`config.mk`:
```
export PLATFORM = sky130hd
export DESIGN_NAME = qslp_isqrt
export DESIGN_NICKNAME = d
export VERILOG_FILES = /design/src/rtl/qslp_isqrt.sv
export SDC_FILE = /design/constraint.sdc
export NUM_CORES = 2
export LEC_CHECK = 0
export BUFFER_PORTS_ARGS = -buffer_cell sky130_fd_sc_hd__buf_2
export CAP_MARGIN = 25
export CORE_ASPECT_RATIO = 1.25
export CORE_MARGIN = 2
export CORE_UTILIZATION = 51
export CTS_BUF_LIST = sky130_fd_sc_hd__clkbuf_16
export DETAILED_ROUTE_END_ITERATION = 6
export PLACE_DENSITY = 0.65
export SETUP_SLACK_MARGIN = 0.4
export SLEW_MARGIN = 20
export SYNTH_ARGS = -nofsm -noshare
export SYNTH_HDL_FRONTEND = slang
export SYNTH_SLANG_ARGS = --single-unit
```
`constraint.sdc`:
```
create_clock -name clk -period 6.75 [get_ports clk]
set_clock_uncertainty 0.15 [all_clocks]
set_input_delay 0.675 -clock clk [delete_from_list [all_inputs] [get_ports clk]]
set_output_delay 0.675 -clock clk [all_outputs]
set_load 0.005 [all_outputs]
```
`src/rtl/qslp_isqrt.sv`:
```
// Pipelined integer square root, one result bit per stage, with a context word alongside.
module qslp_isqrt #(
	parameter int W  = 62,
	parameter int SW = 1
) (
	input  logic           clk,
	input  logic           arst_n,
	input  logic           en,
	input  logic           in_valid,
	input  logic [W-1:0]   in_rad,
	input  logic [SW-1:0]  in_side,
	output logic           out_valid,
	output logic [W/2-1:0] out_root,
	output logic [SW-1:0]  out_side
);
	localparam int N = W / 2;

	logic           vld_s  [0:N];
	logic [W-1:0]   src_s  [0:N];
	logic [N+1:0]   rem_s  [0:N];
	logic [N-1:0]   root_s [0:N];
	logic [SW-1:0]  side_s [0:N];

	assign vld_s[0]  = in_valid;
	assign src_s[0]  = in_rad;
	assign rem_s[0]  = '0;
	assign root_s[0] = '0;
	assign side_s[0] = in_side;

	for (genvar k = 0; k < N; k++) begin : g_stage
		logic [N+3:0] acc;
		logic [N+3:0] trial;
		logic         ge;

		// bring down two bits, try the next root bit
		assign acc   = {rem_s[k], src_s[k][W-1 -: 2]};
		assign trial = (N+4)'({root_s[k], 2'b01});
		assign ge    = acc >= trial;

		always_ff @(posedge clk or negedge arst_n) begin
			if (!arst_n) begin
				vld_s[k+1] <= 1'b0;
			end else if (en) begin
				vld_s[k+1] <= vld_s[k];
			end
		end

		always_ff @(posedge clk) begin
			if (en) begin
				rem_s[k+1]  <= ge ? (N+2)'(acc - trial) : (N+2)'(acc);
				root_s[k+1] <= {root_s[k][N-2:0], ge};
				src_s[k+1]  <= src_s[k] << 2;
				side_s[k+1] <= side_s[k];
			end
		end
	end

	assign out_valid = vld_s[N];
	assign out_root  = root_s[N];
	assign out_side  = side_s[N];

endmodule

```
Yosys cells after proc, flatten, opt, wreduce, memory -nomap -nowiden

Cells that the tools add are included.

Multiplexer cells: 30
Magnitude comparators: 31
Add/subtract/negate cells: 30

Operators with widths:

| cell             | number |
|---|---|
| $mux 33          | 29 |
| $ge 35x10->1     | 1 |
| $ge 35x11->1     | 1 |
| $ge 35x12->1     | 1 |
| $ge 35x13->1     | 1 |
| $ge 35x14->1     | 1 |
| $ge 35x15->1     | 1 |
| $ge 35x16->1     | 1 |
| $ge 35x17->1     | 1 |
| $ge 35x18->1     | 1 |
| $ge 35x19->1     | 1 |
| $ge 35x20->1     | 1 |
| $ge 35x21->1     | 1 |
| $ge 35x22->1     | 1 |
| $ge 35x23->1     | 1 |
| $ge 35x24->1     | 1 |
| $ge 35x25->1     | 1 |
| $ge 35x26->1     | 1 |
| $ge 35x27->1     | 1 |
| $ge 35x28->1     | 1 |
| $ge 35x29->1     | 1 |
| $ge 35x3->1      | 1 |
| $ge 35x30->1     | 1 |
| $ge 35x31->1     | 1 |
| 39 further kinds | 39 |

Output and inout port bits: 33
Word-level logic and storage cells: 245
Flip-flop bits (word level): 2448
Input bits: 67

Logic depth before layout (Yosys ltp)

Word-level depth: 2
Mapped depth: 15
Depth with buffers taken out: 13

Least setup slack after synthesis

No wires, ideal clock.

Kind: register to register
Start: register rem_s (netlist bit g_stage[29].acc[5])
End: register rem_s (netlist bit g_stage[30].acc[23]) (data pin)
Data required time: 6.340 ns
Period minus slack after synthesis: 3.670 ns
Buffers on the path: 2
Setup time: 0.260 ns
Stages on the path, launching flop included: 13
Data arrival time: 3.260 ns
Setup slack: 3.080 ns
Path through: edfxtp_1 -> ha_1 -> a211o_1 -> o211ai_1 -> a31oi_1 -> a211oi_1 -> o31ai_1 -> a221oi_1 -> o21ai_1 -> a311o_1 -> clkbuf_1 -> clkbuf_1 -> mux2_2

Longest elaborated chain between the ends: 2
Elaborated cells on any way between the ends: 3
Those cells by class: add/sub (1); order compare (1); mux (1)

Ends and longest elaborated chain:

| element                                        | RTL line | RTL |
|---|---|---|
| start: declaration                             | 20       | `logic [N+1:0] rem_s [0:N];` |
| start signal: indexed assignment               | 50       | `rem_s[k+1] <= ge ? (N+2)'(acc - trial) : (N+2)'(acc);` |
| $sub 33x31->33 or $ge 35x31->1 (tied branches) | 50, 38   |  |
| $mux 33 *                                      | 50       |  |

Mark *: on every way between the ends. The rest lies on a longest branch, timed or not.
A chain may end at the register's enable or synchronous reset.

Final worst setup path

Start: register rem_s (netlist bit g_stage[25].acc[8])
End: register rem_s (netlist bit g_stage[26].acc[6]) (data pin)

Longest elaborated chain between the ends: 2

Ends and longest elaborated chain:

| element      | RTL line | RTL |
|---|---|---|
| $ge 35x27->1 | 38       | `assign ge = acc >= trial;` |
| $mux 33      | 50       |  |

No other way between the ends.

==> impl_metrics.tcl <==
set metrics [dict create \
    outcome "finished with violations" \
    violations "DRC" \
    htreeDepth 4 \
    cap_violations 0 \
    synth_edf_count 2399 \
    syn_to_final_growth_pct 11.5 \
    synth.ff_latch_count 2430 \
    tns_ns 0 \
    cts-root-buf "clkbuf_16" \
    worstPathCellList "ha_1, a21o_1, a21o_1, a21oi_1, a31oi_1, o21ai_0, a31oi_1, a21oi_1, and3_1, buf_4, mux2_2" \
    place_congestion 0.918 \
    wl_per_cell_um 19.4 \
    path_class "register to register" \
    dieHeight_um 528 \
    power.total_uw 42000 \
    antenna_found_initial 2 \
    drive_gt1_frac 0.0776 \
    holdPathStages 1 \
    clk_path_buf_depth 4 \
    critPathRequiredTime_ns 7.23 \
    maxSlewViolCount 0 \
    final_cell_area_um2 125000 \
    routed_wl_um 232000 \
    synth-xor-area-share 0.0583 \
    gr-total-overflow 0 \
    hold_viol_final 0 \
    dp_hpwl_um 167000 \
    hp-start "en" \
    cts_sinks 2430 \
    core-area_um2 219000 \
    yosysSeqAreaShare 0.650 \
    grt_usage 0.205 \
    cts_buffers 244 \
    io_pins 100 \
    slowest_stage "and3_1" \
    hold_class "input port to register" \
    dpl_cell_area_um2 116000 \
    path_buf_inv 1 \
    synth_top_area_cell "edfxtp_1" \
    setup_viol 0 \
    vias 66846 \
    synthTopCellsByArea "edfxtp_1 64%, ha_1 5.9%, xor2_1 3.0%, xnor2_1 2.9%, inv_1 2.2%" \
    setup_slack_ns 2.27 \
    dp_slack_ns 2.31 \
    rows 192 \
    ys.warnings.count 0 \
    whs_ns 0.167 \
    powerDensity_nw_per_um2 336 \
    nets 9474 \
    clk_pin_slew_ns 0.06 \
    max_slew.worst_pin.slew_ns 1.05 \
    portBuffers 99 \
    min_to "src_s[1889]" \
    grt_pass1_wl_um 362000 \
    arrival_ns 4.96 \
    startpoint_type "register" \
    die_area_um2 223000 \
    synthAdderAreaFrac 0.0590 \
    viasPerCell 5.58 \
    synth-simple-area-share 0.100 \
    synth_ff_type "edfxtp_1" \
    rsz0062_at_grt "no" \
    worstReg2RegStart "g_stage[25].acc[8]" \
    critical_path.max_fanout 29 \
    slew_headroom 0.302 \
    peakVddDrop_mv 0.254 \
    drtAntennaViolNets 0 \
    synth_area_um2 112000 \
    finalCritPeriodShare 0.663 \
    synth_top_family_by_area "simple AND/OR/NAND/NOR gates" \
    drc_errors 9 \
    p_leak_uw 0.0476 \
    grt_start_max_net_pins 197 \
    synth_cell_type_count 92 \
    max_freq_ghz 0.223 \
    drt_iter0_markers 4583 \
    dr.pass1.iters 7 \
    syn-num-nets 9183 \
    async_flop_share 0.0128 \
    muxShareOfSynthArea 0.0104 \
    layout_min_cycle_time_ns 4.48 \
    clk_latency_ns 0.89 \
    worstReg2RegEnd "g_stage[26].acc[6]" \
    grt_pass1_vias 66219 \
    cp-end-kind "register" \
    avgSynthCellArea_um2 13.0 \
    initial_core_util 0.512 \
    cts_tree "built" \
    die_x_um 423 \
    cts_resized 0 \
    r2r_cells 11 \
    yosys.area.top_type_share 0.643 \
    rrSetupSlack_ns 2.27 \
    cpLargestDelayFamily "compound AO/OA/AOI/OAI gates" \
    synthCells 8588 \
    synth_compound_area_frac 0.0938 \
    cpPeakStageDelay_ns 0.77 \
]
Yosys cell counts (27+ instances only):
| cell | count |
|---|---|
| a211oi_1 | 33 |
| a21boi_0 | 30 |
| a21o_1 | 222 |
| a21oi_1 | 475 |
| a31oi_1 | 57 |
| and2_1 | 31 |
| and3_1 | 51 |
| clkbuf_1 | 147 |
| dfrtp_1 | 31 |
| edfxtp_1 | 2399 |
| ha_1 | 528 |
| inv_1 | 661 |
| mux2_2 | 93 |
| nand2_1 | 562 |
| nand2b_1 | 111 |
| nand3_1 | 126 |
| nand3b_1 | 27 |
| nand4_1 | 103 |
| nor2_1 | 540 |
| nor2b_1 | 82 |
| nor3_1 | 219 |
| nor4_1 | 129 |
| o211ai_1 | 31 |
| o21a_1 | 103 |
| o21ai_0 | 472 |
| o21bai_1 | 48 |
| o31ai_1 | 69 |
| or2_2 | 52 |
| or3_1 | 76 |
| or4_1 | 60 |
| xnor2_1 | 366 |
| xor2_1 | 380 |
worst register-to-register path, delay by kind of cell, from the launching register on:
family          cells  cell delay (ns)
buf+inv             1             0.45
flops               1             0.39
mux                 1             0.38
simple gates        1             0.77
fa+ha+maj           1             0.36
compound gates      7             1.73
worst max-delay path by stage:
stage	start	end	slack, ns	cells after the start
after detailed placement	g_stage[25].acc[8]	g_stage[26].acc[6]	2.31	11
final	g_stage[25].acc[8]	g_stage[26].acc[6]	2.27	11
after global placement	g_stage[24].trial[3]	g_stage[25].acc[10]	2.32	12
after CTS	g_stage[10].trial[2]	g_stage[11].acc[19]	2.26	13
after floorplan	g_stage[29].acc[5]	g_stage[30].acc[23]	3.08	12
after global routing	g_stage[25].trial[8]	g_stage[26].acc[6]	1.86	12
cell usage in the layout, fill, tap and decap left out, types with 48 or more instances in the layout:
| cell type | synthesis | final |
|---|---|---|
| a21oi_1 | 475 | 475 |
| buf_2 | 5 | 98 |
| or2_2 | 52 | 52 |
| ha_1 | 528 | 528 |
| or4_1 | 60 | 60 |
| dlygate4sd3_1 | 0 | 66 |
| o21a_1 | 103 | 103 |
| nor2_1 | 540 | 540 |
| clkinv_1 | 1 | 54 |
| o21ai_0 | 472 | 472 |
| and3_1 | 51 | 51 |
| nand4_1 | 103 | 103 |
| nand3_1 | 126 | 126 |
| a31oi_1 | 57 | 54 |
| o31ai_1 | 69 | 69 |
| nor3_1 | 219 | 218 |
| clkbuf_16 | 0 | 250 |
| a21o_1 | 222 | 222 |
| edfxtp_1 | 2399 | 2399 |
| nand2b_1 | 111 | 111 |
| nor2b_1 | 82 | 82 |
| o21bai_1 | 48 | 48 |
| nand2_1 | 562 | 562 |
| mux2_2 | 93 | 93 |
| inv_1 | 661 | 693 |
| or3_1 | 76 | 76 |
| xnor2_1 | 366 | 366 |
| nor4_1 | 129 | 127 |
| xor2_1 | 380 | 380 |
registers in the layout, summed over array words and instances, names as in the netlist:
register,cells
vld_s,30
out_valid,1
g_stage.trial,465
g_stage.acc,1002
side_s,30
out_root,31
src_s,870
out_side,1
layout make-up:
type / instances / area [um2]
Multi-Input combinational cell: 5322 / 36100
Clock buffer: 250 / 6260
Fill cell: 17635 / 93700
Timing Repair Buffer: 217 / 1720
Sequential cell: 2430 / 72800
Tap cell: 2910 / 3640
Clock inverter: 193 / 1810
Antenna cell: 3 / 7.51
Inverter: 664 / 2490
per-stage QoR:
stage           util  cells
4_1_cts        0.571  11985
3_3_place_gp   0.531  11475
2_1_floorplan      -   8588
3_5_place_dp   0.531  11476
6_report       0.571  11989
5_1_grt        0.571  11989
timing repair:
item,4_1_cts,5_1_grt
endpoints found under the hold margin,96,0
hold buffers,66,0
buffers inserted,0,0
power by group:
group / total [uW] / internal (uW) / switching (uW)
combinational: 8000 / 3380 / 4620
sequential: 20400 / 19000 / 1360
clock: 13600 / 7980 / 5640
total: 42000 / 30400 / 11600
routing by layer:
layer | vias up | wire (um) | part of all wire | global-route usage
li1 | 32419 | - | - | -
met1 | 32475 | 90200 | 0.39 | 0.235
met2 | 1422 | 122000 | 0.53 | 0.376
met3 | 530 | 8280 | 0.036 | 0.0253
met4 | 0 | 11700 | 0.051 | 0.0989
met5 | - | 0 | 0 | 0
kinds of logic after synthesis:
family,Yosys count
adder cells (fa/ha/maj),528
buffers and inverters,836
AND/OR/NAND/NOR,2246
XOR/XNOR,746
flip-flops,2430
multiplexers,105
other,1
AO/OA/AOI/OAI,1696
No activity file was read; power rests on OpenSTA's default activity.
